==> config.mk <==
export PLATFORM = sky130hd
export DESIGN_NAME = bcd_twelve_hour_clock_display_core
export DESIGN_NICKNAME = d
export VERILOG_FILES = /design/src/rtl/bcd12_pkg.sv /design/src/rtl/bcd12_advance.sv /design/src/rtl/bcd12_segments.sv /design/src/rtl/bcd_twelve_hour_clock_display_core.sv
export SDC_FILE = /design/constraint.sdc
export NUM_CORES = 1
export LEC_CHECK = 0
export ABC_AREA = 1
export BUFFER_PORTS_ARGS = -buffer_cell sky130_fd_sc_hd__buf_2
export CAP_MARGIN = 20
export CORE_MARGIN = 8
export CORE_UTILIZATION = 65
export CTS_BUF_LIST = sky130_fd_sc_hd__clkbuf_4 sky130_fd_sc_hd__clkbuf_8 sky130_fd_sc_hd__clkbuf_16
export DETAILED_ROUTE_END_ITERATION = 7
export HOLD_SLACK_MARGIN = 0.05
export PLACE_DENSITY = 0.92
export SYNTH_ARGS = -nofsm -noshare
export SYNTH_HDL_FRONTEND = slang
export SYNTH_SLANG_ARGS = --single-unit
==> constraint.sdc <==
create_clock -name aclk -period 5.77 [get_ports aclk]
set_input_delay 0.577 -clock aclk [delete_from_list [all_inputs] [get_ports aclk]]
set_output_delay 0.577 -clock aclk [all_outputs]
set_load 0.03 [all_outputs]
==> src/rtl/bcd12_pkg.sv <==
`default_nettype none

package bcd12_pkg;

    // command codes of the input channel
    localparam logic CMD_TICK = 1'b0;
    localparam logic CMD_SET  = 1'b1;

    // segment patterns
    localparam logic [7:0] SEG_DASH  = 8'h40;
    localparam logic [7:0] SEG_BLANK = 8'h00;
    localparam logic [7:0] SEG_DOT   = 8'h80;

    localparam logic [7:0] SEG_TABLE [10] = '{
        8'h3F, 8'h06, 8'h5B, 8'h4F, 8'h66, 8'h6D, 8'h7D, 8'h07, 8'h7F, 8'h6F
    };

    // time of day as 8-bit digit counters plus am/pm flag
    typedef struct packed {
        logic [7:0] sec_ones;
        logic [7:0] sec_tens;
        logic [7:0] min_ones;
        logic [7:0] min_tens;
        logic [7:0] hour_ones;
        logic [7:0] hour_tens;
        logic       pm;
    } bcd12_time_t;

    // 12:00:00 am
    localparam bcd12_time_t TIME_RESET = '{
        sec_ones:  8'd0,
        sec_tens:  8'd0,
        min_ones:  8'd0,
        min_tens:  8'd0,
        hour_ones: 8'd2,
        hour_tens: 8'd1,
        pm:        1'b0
    };

    typedef struct packed {
        logic [7:0] digit_one;
        logic [7:0] digit_two;
        logic [7:0] digit_three;
        logic [7:0] digit_four;
    } bcd12_segs_t;

    localparam bcd12_segs_t SEGS_RESET = '{
        digit_one:   SEG_DASH,
        digit_two:   SEG_DASH,
        digit_three: SEG_DASH,
        digit_four:  SEG_DASH
    };

endpackage

`default_nettype wire

==> src/rtl/bcd12_advance.sv <==
`default_nettype none

module bcd12_advance import bcd12_pkg::*; (
    input  bcd12_time_t time_cur,
    output bcd12_time_t time_adv
);

    logic [7:0] so_inc;
    logic [7:0] st_inc;
    logic [7:0] mo_inc;
    logic [7:0] mt_inc;
    logic [7:0] ho_inc;
    logic [7:0] ht_inc;

    assign so_inc = time_cur.sec_ones  + 8'd1;
    assign st_inc = time_cur.sec_tens  + 8'd1;
    assign mo_inc = time_cur.min_ones  + 8'd1;
    assign mt_inc = time_cur.min_tens  + 8'd1;
    assign ho_inc = time_cur.hour_ones + 8'd1;
    assign ht_inc = time_cur.hour_tens + 8'd1;

    // one-second step with cascading roll-overs, digits wrap at 8 bits
    always_comb begin
        time_adv = time_cur;
        time_adv.sec_ones = so_inc;
        if (so_inc == 8'd10) begin
            time_adv.sec_ones = 8'd0;
            time_adv.sec_tens = st_inc;
            if (st_inc == 8'd6) begin
                time_adv.sec_tens = 8'd0;
                time_adv.min_ones = mo_inc;
                if (mo_inc == 8'd10) begin
                    time_adv.min_ones = 8'd0;
                    time_adv.min_tens = mt_inc;
                    if (mt_inc == 8'd6) begin
                        time_adv.min_tens  = 8'd0;
                        time_adv.hour_ones = ho_inc;
                        // hour roll-over: 9 to 10, 12 to 1, am/pm flips at 12
                        if (time_cur.hour_tens == 8'd0 && ho_inc == 8'd10) begin
                            time_adv.hour_ones = 8'd0;
                            time_adv.hour_tens = ht_inc;
                        end else if (time_cur.hour_tens == 8'd1 && ho_inc == 8'd3) begin
                            time_adv.hour_ones = 8'd1;
                            time_adv.hour_tens = 8'd0;
                        end else if (time_cur.hour_tens == 8'd1 && ho_inc == 8'd2) begin
                            time_adv.pm = ~time_cur.pm;
                        end
                    end
                end
            end
        end
    end

endmodule

`default_nettype wire

==> src/rtl/bcd12_segments.sv <==
`default_nettype none

module bcd12_segments import bcd12_pkg::*; (
    input  bcd12_time_t time_cur,
    input  logic        blink,
    output bcd12_segs_t segs
);

    // digit to pattern, out-of-range digits blank
    function automatic logic [7:0] seg_of(input logic [7:0] d);
        logic [7:0] pat;
        pat = SEG_BLANK;
        if (d <= 8'd9) begin
            pat = SEG_TABLE[d[3:0]];
        end
        return pat;
    endfunction

    // leading hours zero blanked, pm dot on digit one, colon dots blink
    always_comb begin
        segs.digit_one   = (time_cur.hour_tens != 8'd0) ? seg_of(time_cur.hour_tens)
                                                        : SEG_BLANK;
        segs.digit_two   = seg_of(time_cur.hour_ones);
        segs.digit_three = seg_of(time_cur.min_tens);
        segs.digit_four  = seg_of(time_cur.min_ones);
        if (time_cur.pm) begin
            segs.digit_one = segs.digit_one | SEG_DOT;
        end
        if (blink) begin
            segs.digit_two  = segs.digit_two | SEG_DOT;
            segs.digit_four = segs.digit_four | SEG_DOT;
        end
    end

endmodule

`default_nettype wire

==> src/rtl/bcd_twelve_hour_clock_display_core.sv <==
`default_nettype none

// channel   direction  ports
// --------  ---------  ---------------------------------------------------------------
// s_        input      s_valid s_ready s_cmd s_hours_byte s_minutes_byte s_seconds_byte
//                      s_check_byte
// m_        result     m_valid m_ready m_seg_digit_one..four m_running m_set_accepted
//
// Each item goes from the input register through the time and segment logic into the
// result register.
// A new item is taken every cycle while m_ready does not stall the result side; the time
// registers are updated once per item and feed the next item directly.
// Synchronous active-low reset gives 12:00:00 am, clock stopped, dashes on display.
// A stall on m_ready holds both stages; s_ready falls only when both are full.

module bcd_twelve_hour_clock_display_core import bcd12_pkg::*; (
    input  wire logic       aclk,
    input  wire logic       aresetn,
    input  wire logic       s_valid,
    output logic            s_ready,
    input  wire logic       s_cmd,
    input  wire logic [7:0] s_hours_byte,
    input  wire logic [7:0] s_minutes_byte,
    input  wire logic [7:0] s_seconds_byte,
    input  wire logic [7:0] s_check_byte,
    output logic            m_valid,
    input  wire logic       m_ready,
    output logic [7:0]      m_seg_digit_one,
    output logic [7:0]      m_seg_digit_two,
    output logic [7:0]      m_seg_digit_three,
    output logic [7:0]      m_seg_digit_four,
    output logic            m_running,
    output logic            m_set_accepted
);

    // input stage
    logic       in_valid_reg;
    logic       cmd_reg;
    logic [7:0] hours_reg;
    logic [7:0] minutes_reg;
    logic [7:0] seconds_reg;
    logic [7:0] check_reg;

    // clock state
    bcd12_time_t time_reg;
    bcd12_time_t time_next;
    logic [1:0]  quarter_reg;
    logic [1:0]  quarter_next;
    logic        running_reg;
    logic        running_next;
    bcd12_segs_t segs_reg;
    bcd12_segs_t segs_next;

    // result stage
    logic        out_valid_reg;
    bcd12_segs_t out_segs_reg;
    logic        out_running_reg;
    logic        out_accepted_reg;
    logic        accepted_next;

    logic        advance;
    logic        do_item;
    bcd12_time_t time_adv;
    bcd12_time_t time_ticked;
    bcd12_segs_t segs_built;
    logic [9:0]  byte_sum;

    assign advance = !out_valid_reg || m_ready;
    assign do_item = in_valid_reg && advance;
    assign s_ready = !in_valid_reg || advance;

    bcd12_advance u_advance (
        .time_cur (time_reg),
        .time_adv (time_adv)
    );

    assign time_ticked = (running_reg && quarter_next == 2'd3) ? time_adv : time_reg;

    bcd12_segments u_segments (
        .time_cur (time_ticked),
        .blink    (quarter_next[1]),
        .segs     (segs_built)
    );

    assign quarter_next = quarter_reg + 2'd1;
    assign byte_sum = {2'b00, hours_reg} + {2'b00, minutes_reg} + {2'b00, seconds_reg};

    // per-item state update
    always_comb begin
        time_next     = time_reg;
        running_next  = running_reg;
        segs_next     = segs_reg;
        accepted_next = 1'b0;
        case (cmd_reg)
            CMD_TICK: begin
                if (running_reg) begin
                    time_next = time_ticked;
                    segs_next = segs_built;
                end
            end
            default: begin
                if (byte_sum == {2'b00, check_reg}) begin
                    time_next.pm        = hours_reg[7];
                    time_next.hour_tens = {6'd0, hours_reg[5:4]};
                    time_next.hour_ones = {4'd0, hours_reg[3:0]};
                    time_next.min_tens  = {5'd0, minutes_reg[6:4]};
                    time_next.min_ones  = {4'd0, minutes_reg[3:0]};
                    time_next.sec_tens  = {5'd0, seconds_reg[6:4]};
                    time_next.sec_ones  = {4'd0, seconds_reg[3:0]};
                    running_next        = 1'b1;
                    accepted_next       = 1'b1;
                end
            end
        endcase
    end

    // input register
    always_ff @(posedge aclk) begin
        if (!aresetn) begin
            in_valid_reg <= 1'b0;
        end else if (s_ready) begin
            in_valid_reg <= s_valid;
        end
        if (s_valid && s_ready) begin
            cmd_reg     <= s_cmd;
            hours_reg   <= s_hours_byte;
            minutes_reg <= s_minutes_byte;
            seconds_reg <= s_seconds_byte;
            check_reg   <= s_check_byte;
        end
    end

    // clock state registers
    always_ff @(posedge aclk) begin
        if (!aresetn) begin
            time_reg    <= TIME_RESET;
            quarter_reg <= 2'd0;
            running_reg <= 1'b0;
            segs_reg    <= SEGS_RESET;
        end else if (do_item) begin
            time_reg    <= time_next;
            running_reg <= running_next;
            segs_reg    <= segs_next;
            if (cmd_reg == CMD_TICK) begin
                quarter_reg <= quarter_next;
            end
        end
    end

    // result register
    always_ff @(posedge aclk) begin
        if (!aresetn) begin
            out_valid_reg <= 1'b0;
        end else if (advance) begin
            out_valid_reg <= in_valid_reg;
        end
        if (do_item) begin
            out_segs_reg     <= segs_next;
            out_running_reg  <= running_next;
            out_accepted_reg <= accepted_next;
        end
    end

    assign m_valid           = out_valid_reg;
    assign m_seg_digit_one   = out_segs_reg.digit_one;
    assign m_seg_digit_two   = out_segs_reg.digit_two;
    assign m_seg_digit_three = out_segs_reg.digit_three;
    assign m_seg_digit_four  = out_segs_reg.digit_four;
    assign m_running         = out_running_reg;
    assign m_set_accepted    = out_accepted_reg;

    // an accepted set always reports a running clock
    a_accept_running: assert property (@(posedge aclk) disable iff (!aresetn)
        m_valid && m_set_accepted |-> m_running)
        else $error("set accepted without running clock");

    // once started the clock never stops
    a_running_sticks: assert property (@(posedge aclk) disable iff (!aresetn)
        running_reg |=> running_reg)
        else $error("running flag cleared");

    // quarter counter moves only on a processed tick
    a_quarter_hold: assert property (@(posedge aclk) disable iff (!aresetn)
        !(do_item && cmd_reg == CMD_TICK) |=> $stable(quarter_reg))
        else $error("quarter counter moved without tick");

    // the result register follows the display state after each item
    a_result_tracks: assert property (@(posedge aclk) disable iff (!aresetn)
        do_item |=> m_valid && out_segs_reg == segs_reg)
        else $error("result segments differ from display state");

endmodule

`default_nettype wire

# After elaboration in Yosys (flattened, before gate mapping)
# Memories as Yosys holds them, arrays and structs flattened.
# Index checks and enable logic that the tools add are counted.
[op_classes]
add_sub_neg = 9
order_cmp = 8
eq_ne = 11
n_mux = 34
bitwise_logic = 6
n_reduce_logical = 19
[op_table]
columns = ["cell", "n"]
rows = [
  ["49-bit 2-to-1 mux", 5],
  ["8-bit 2-to-1 mux", 16],
  ["32-bit 2-to-1 mux", 2],
  ["8-bit by 1-bit adder with 8-bit output, second input constant", 6],
  ["41-bit 2-to-1 mux", 1],
  ["33-bit 2-to-1 mux", 1],
  ["8-bit by 4-bit <= comparator with 1-bit output, second input constant", 4],
  ["16-bit 2-to-1 mux", 2],
  ["25-bit 2-to-1 mux", 1],
  ["8-bit by 4-bit == test with 1-bit output, second input constant", 3],
  ["5-bit greater-or-equal comparator, second input constant", 4],
  ["4-bit NOT with 5-bit output", 4],
  ["8-bit by 2-bit == test with 1-bit output, second input constant", 2],
  ["8-bit by 3-bit == test with 1-bit output, second input constant", 2],
  ["9-bit by 8-bit adder with 10-bit output", 1],
  ["10-bit by 8-bit == test with 1-bit output", 1],
  ["8-bit by 8-bit adder with 9-bit output", 1],
  ["8-bit by 1-bit == test with 1-bit output, second input constant", 1],
  ["8-bit zero test", 1],
  ["8-bit nonzero test", 1],
  ["1-bit logical AND", 6],
  ["1-bit 2-to-1 mux", 6],
  ["2-bit nonzero test", 3],
  ["5-bit AND reduction", 1],
  ["other kinds (9)", 12],
]
[word_totals]
ff_bits = 153
romBits = 512
inputBits = 37
output_inout_bits = 36
mem_count = 4
[memory_table]
columns = ["memory", "depth", "width", "read_ports", "rd_ports_with_merged_regs", "write_ports", "line", "rtl"]
rows = [
  ["(no name shown)", 16, 8, 1, 0, 0, "bcd12_segments.sv:14", "pat = SEG_TABLE[d[3:0]];"],
  ["(no name shown)", 16, 8, 1, 0, 0, "bcd12_segments.sv:14", ""],
  ["(no name shown)", 16, 8, 1, 0, 0, "bcd12_segments.sv:14", ""],
  ["(no name shown)", 16, 8, 1, 0, 0, "bcd12_segments.sv:14", ""],
]

# Depth between registers and ports, before layout
[logic_depth]
ltp_word = 20
ltp_mapped = 25

# By module
# A second synthesis with hierarchy kept.
[unflattened]
cells_unflattened = 1434
hier_area_um2 = 9983.3
[by_module_without_submodules]
columns = ["module", "n_inst", "cells_each", "area_per_inst_um2", "seq_area_each_um2"]
rows = [
  ["bcd_twelve_hour_clock_display_core", 1, 918, 7343.3, 3733.6],
  ["bcd12_advance", 1, 347, 1697.9, 0.0],
  ["bcd12_segments", 1, 169, 942.2, 0.0],
]

# Least setup slack after synthesis
# OpenSTA, ideal clock, no wires.
[synth_timing]
path_type = "register to register"
startpoint = "register hours_reg[1]"
endpoint = "register time_reg[8] (netlist name)"
setup_time_ps = 116
t_arrival_ps = 3183
setup_slack_ps = 2472
stages_incl_launch_ff = 21
path_buffers = 1
path_cell_list = "edfxtp_1 > fa_1 > ha_1 > inv_1 > fa_1 > nand3b_1 > nand2_1 > a21oi_1 > o21ai_1 > nand2_1 > inv_1 > nor2_1 > nand2_1 > nand3_1 > nor2_1 > nand3_1 > nand2_1 > inv_2 > buf_2 > nor2_1 > nor2_1"
[synth_between]
elab_chain_len = 5
[synth_rtl]
columns = ["element", "line", "rtl"]
rows = [
  ["start, declared", "bcd_twelve_hour_clock_display_core.sv:39", "logic [7:0] hours_reg;"],
  ["start signal, assigned", "bcd_twelve_hour_clock_display_core.sv:126", "hours_reg <= s_hours_byte;"],
  ["8-bit by 8-bit adder with 9-bit output", "bcd_twelve_hour_clock_display_core.sv:86", "assign byte_sum = {2'b00, hours_reg} + {2'b00, minutes_reg} + {2'b00, seconds_reg};"],
  ["9-bit by 8-bit adder with 10-bit output", "bcd_twelve_hour_clock_display_core.sv:86", ""],
  ["10-bit by 8-bit == test with 1-bit output", "bcd_twelve_hour_clock_display_core.sv:102", "if (byte_sum == {2'b00, check_reg}) begin"],
  ["2-bit by 1-bit inequality test with 1-bit output (no source line)", "n/a", ""],
  ["3-bit AND reduction (no source line)", "n/a", ""],
  ["end signal, assigned", "bcd_twelve_hour_clock_display_core.sv:141", "time_reg <= time_next;"],
  ["end, declared", "bcd_twelve_hour_clock_display_core.sv:45", "bcd12_time_t time_reg;"],
]
# No other way between the ends.
# A chain may end at the register's enable or synchronous reset.

# Worst setup path in the final report
[layout_timing]
startpoint = "register minutes_reg[1]"
endpoint = "register time_reg[14] (netlist name)"
[layout_between]
elab_chain_len = 5
[layout_rtl]
columns = ["element", "line", "rtl"]
rows = [
  ["start, declared", "bcd_twelve_hour_clock_display_core.sv:40", "logic [7:0] minutes_reg;"],
  ["start signal, assigned", "bcd_twelve_hour_clock_display_core.sv:127", "minutes_reg <= s_minutes_byte;"],
  ["8-bit by 8-bit adder with 9-bit output", "bcd_twelve_hour_clock_display_core.sv:86", ""],
  ["9-bit by 8-bit adder with 10-bit output", "bcd_twelve_hour_clock_display_core.sv:86", ""],
  ["10-bit by 8-bit == test with 1-bit output", "bcd_twelve_hour_clock_display_core.sv:102", ""],
  ["2-bit by 1-bit inequality test with 1-bit output (no source line)", "n/a", ""],
  ["3-bit AND reduction (no source line)", "n/a", ""],
]
# No other way between the ends.

==> run summary <==
Worst path cell trace: fa_1, ha_1, inv_1, fa_1, nand3b_1, nand2_1, a21oi_1, o21ai_1, nand2_1, inv_1, nor2_1, nand2_1, nand3_1, nor2_1, nand3_1, nand2_1, buf_4, o21ai_0, inv_1, nor2_1
Post-synth design cell area: 0.009190 sq mm
Synth top area cells: edfxtp_1 22%, dfxtp_1 19%, nand2_1 13%
Drt pass-1 iters: 8
FMAX: 0.2229 GHz
Crit. End Element: register
VDD IR max: 0.0002521 V
Number of flip-flops in the largest register: 49
Vias in the first global route: 7,938
Die width: 134.9 um
CP max FO: 25
CTS resizes: 0
Final Cycle Share: 77.75%
Routed vias/inst: 5.838
Hold Path Class: in -> reg
Hold Slack: 0.3140 ns
Gr usage total: 25.40%
Rows: 43
Slew @ Worst Pin: 0.8753 ns
First-pass GRT wire length: 37,280 um
Final hold violations: 0
Final #Nets: 1,368
DRC: 0
Share of cells above drive strength 1: 13.56%
IO Port Bufs: 72
Final Max Tran Viols: 0
Max-slew headroom: 41.65%
Number of synthesized register bits: 153
Final ANT Viol Nets: 0
Crit path time final: 4.486 ns
CTS buffer count: 17
Total Neg Setup Slack: 0 ns
Final GP Congestion: 0.9422
Initial antenna violation count: 0
Setup Viol. Count Final: 0
Max stage delay on crit path: 0.59 ns
Final clock skew: 0.007768 ns
Area leader, netlist: edfxtp_1
TritonCTS Sinks: 153
Largest net degree at the start of global routing: 74
Unrepaired setup endpoints after global routing: false
Maxcap violations: 0
Vias: 8,588
Hold_buf cts: 0
Cell Pwr Density: 246.0 mW/mm^2
Die area: 0.01820 sq mm
Average size of a mapped cell: 7.539 sq um
CTS H-tree depth: 4
Routed Wire Length: 23,580 um
Required @ worst endpoint: 6.08 ns
IO Count: 73
Syn_nets: 1,309
Most used cell, CP: nand2_1
Aggregate global routing overflow: 0
Initial DRC count: 960
TritonCTS clock tree: built
Area grow syn2layout: 11.30%
Clock tree buffer depth: 2
Slowest CP cell: nand2_1
Clock latency on the worst-skew pair: 0.43 ns
Initial core utilization: 66.46%
Ant. Diodes: 0
Die Y: 134.9 um
Leakage power: 4.616 nW
Area share of the largest cell type after synthesis: 21.89%
Worst Setup Path Type: reg -> reg
Setup Buffers After CTS: 0
Startpoint Class: register
Status: complete, no violations
Cell variety after synth: 50
Final HPWL DP: 16,130 um
Synth warn: 0
Root Buffer: clkbuf_16
Mapped Cells: 1,219
Wire per inst: 16.03 um
Clk slew on worst S/H paths: 0.07 ns
Sequential area share after synthesis: 40.63%
CP Data Arrival Time: 4.79 ns
Core box area: 0.01383 sq mm
[per-layer routing]
metal	part of all wire [%]	GRT usage (%)	vias up
li1	-	-	4088
met1	39	29.41	3972
met2	48	42.99	446
met3	7.9	5.238	82
met4	4.3	14.22	0
met5	0	0	-
[per-stage QoR]
stage	util [%]	worst slack (ns)	total power, mW	cells	cell area [sq um]
floorplan	-	2.472	1.363	1219	9190
global placement	69.59	1.842	1.418	1438	9622
detailed placement	69.59	1.618	1.429	1438	9622
CTS	73.78	1.458	2.505	1470	10200
global route	73.98	1.127	2.579	1471	10230
finish	73.98	1.284	2.516	1471	10230
[worst paths after layout]
kind	from	endpoint	slack, ns	depth (start not counted)
hold reg to reg	segs_reg[9]	segs_reg[9]	0.46	2
setup reg to reg	minutes_reg[1]	time_reg[14]	1.28	20
setup / recovery	minutes_reg[1]	time_reg[14]	1.28	20
hold / removal	s_hours_byte[6]	hours_reg[6]	0.31	1
[critical path: cells and delay by family (launching register included)]
family / cells / cell delay [ns]
buffers and inverters: 4 / 0.65
AOI/OAI and AO/OA: 3 / 0.45
DFF: 1 / 0.46
adders and majority gates: 3 / 1.11
and+or+nand+nor: 10 / 1.68
[cells in the mapped netlist, drive strengths merged]
master and number:
a22o 12, a21boi 1, nor3b 2, nand2 327
a211oi 1, or2 10, nand3 100, inv 147
o22ai 1, ha 44, nor2 161, dfxtp 86
xnor2 6, nor4 2, buf 16, and2 1
a22oi 2, fa 9, nand3b 4, nand4 28
clkbuf 24, o21ai 84, o211ai 4, a32o 4
xor2 9, clkinv 2, o21bai 1, a31oi 1
nor3 9, a21oi 53, o31ai 1, edfxtp 67
[cell families after synthesis]
group | count (synthesis) | share of synthesized area (%)
AOI/OAI and AO/OA | 165 | 10.16
buffers and inverters | 189 | 8.332
xor gates and xnor gates | 15 | 1.430
DFF | 153 | 40.63
and+or+nand+nor | 644 | 31.50
adders and majority gates | 53 | 7.951
[power by group]
group          internal [mW]  switching, mW  leakage, nW
registers               1.16         0.0172         1.34
clock network          0.626          0.463        0.274
logic                 0.0804          0.167         3.00
total                   1.87          0.647         4.62
[cells in the final DEF (no fill, tap or decap), types with 18 or more instances in the layout]
| cell | n |
|---|---|
| nand2_1 | 311 |
| inv_1 | 142 |
| nor2_1 | 140 |
| nand3_1 | 94 |
| dfxtp_1 | 86 |
| buf_2 | 72 |
| edfxtp_1 | 67 |
| o21ai_0 | 65 |
| a21oi_1 | 52 |
| ha_1 | 44 |
| nand4_1 | 27 |
| clkbuf_16 | 18 |
[cell type report]
cell class                      instances  area (sq um)
Clock buffer                           19         457.9
Clock inverter                         13         121.4
Fill cell                             966          3598
Inverter                              149         559.3
Multi-Input combinational cell        877          4691
Sequential cell                       153          3734
Tap cell                              180         225.2
Timing Repair Buffer                   80         440.4
Note: power is estimated with default switching activity, not from simulation.
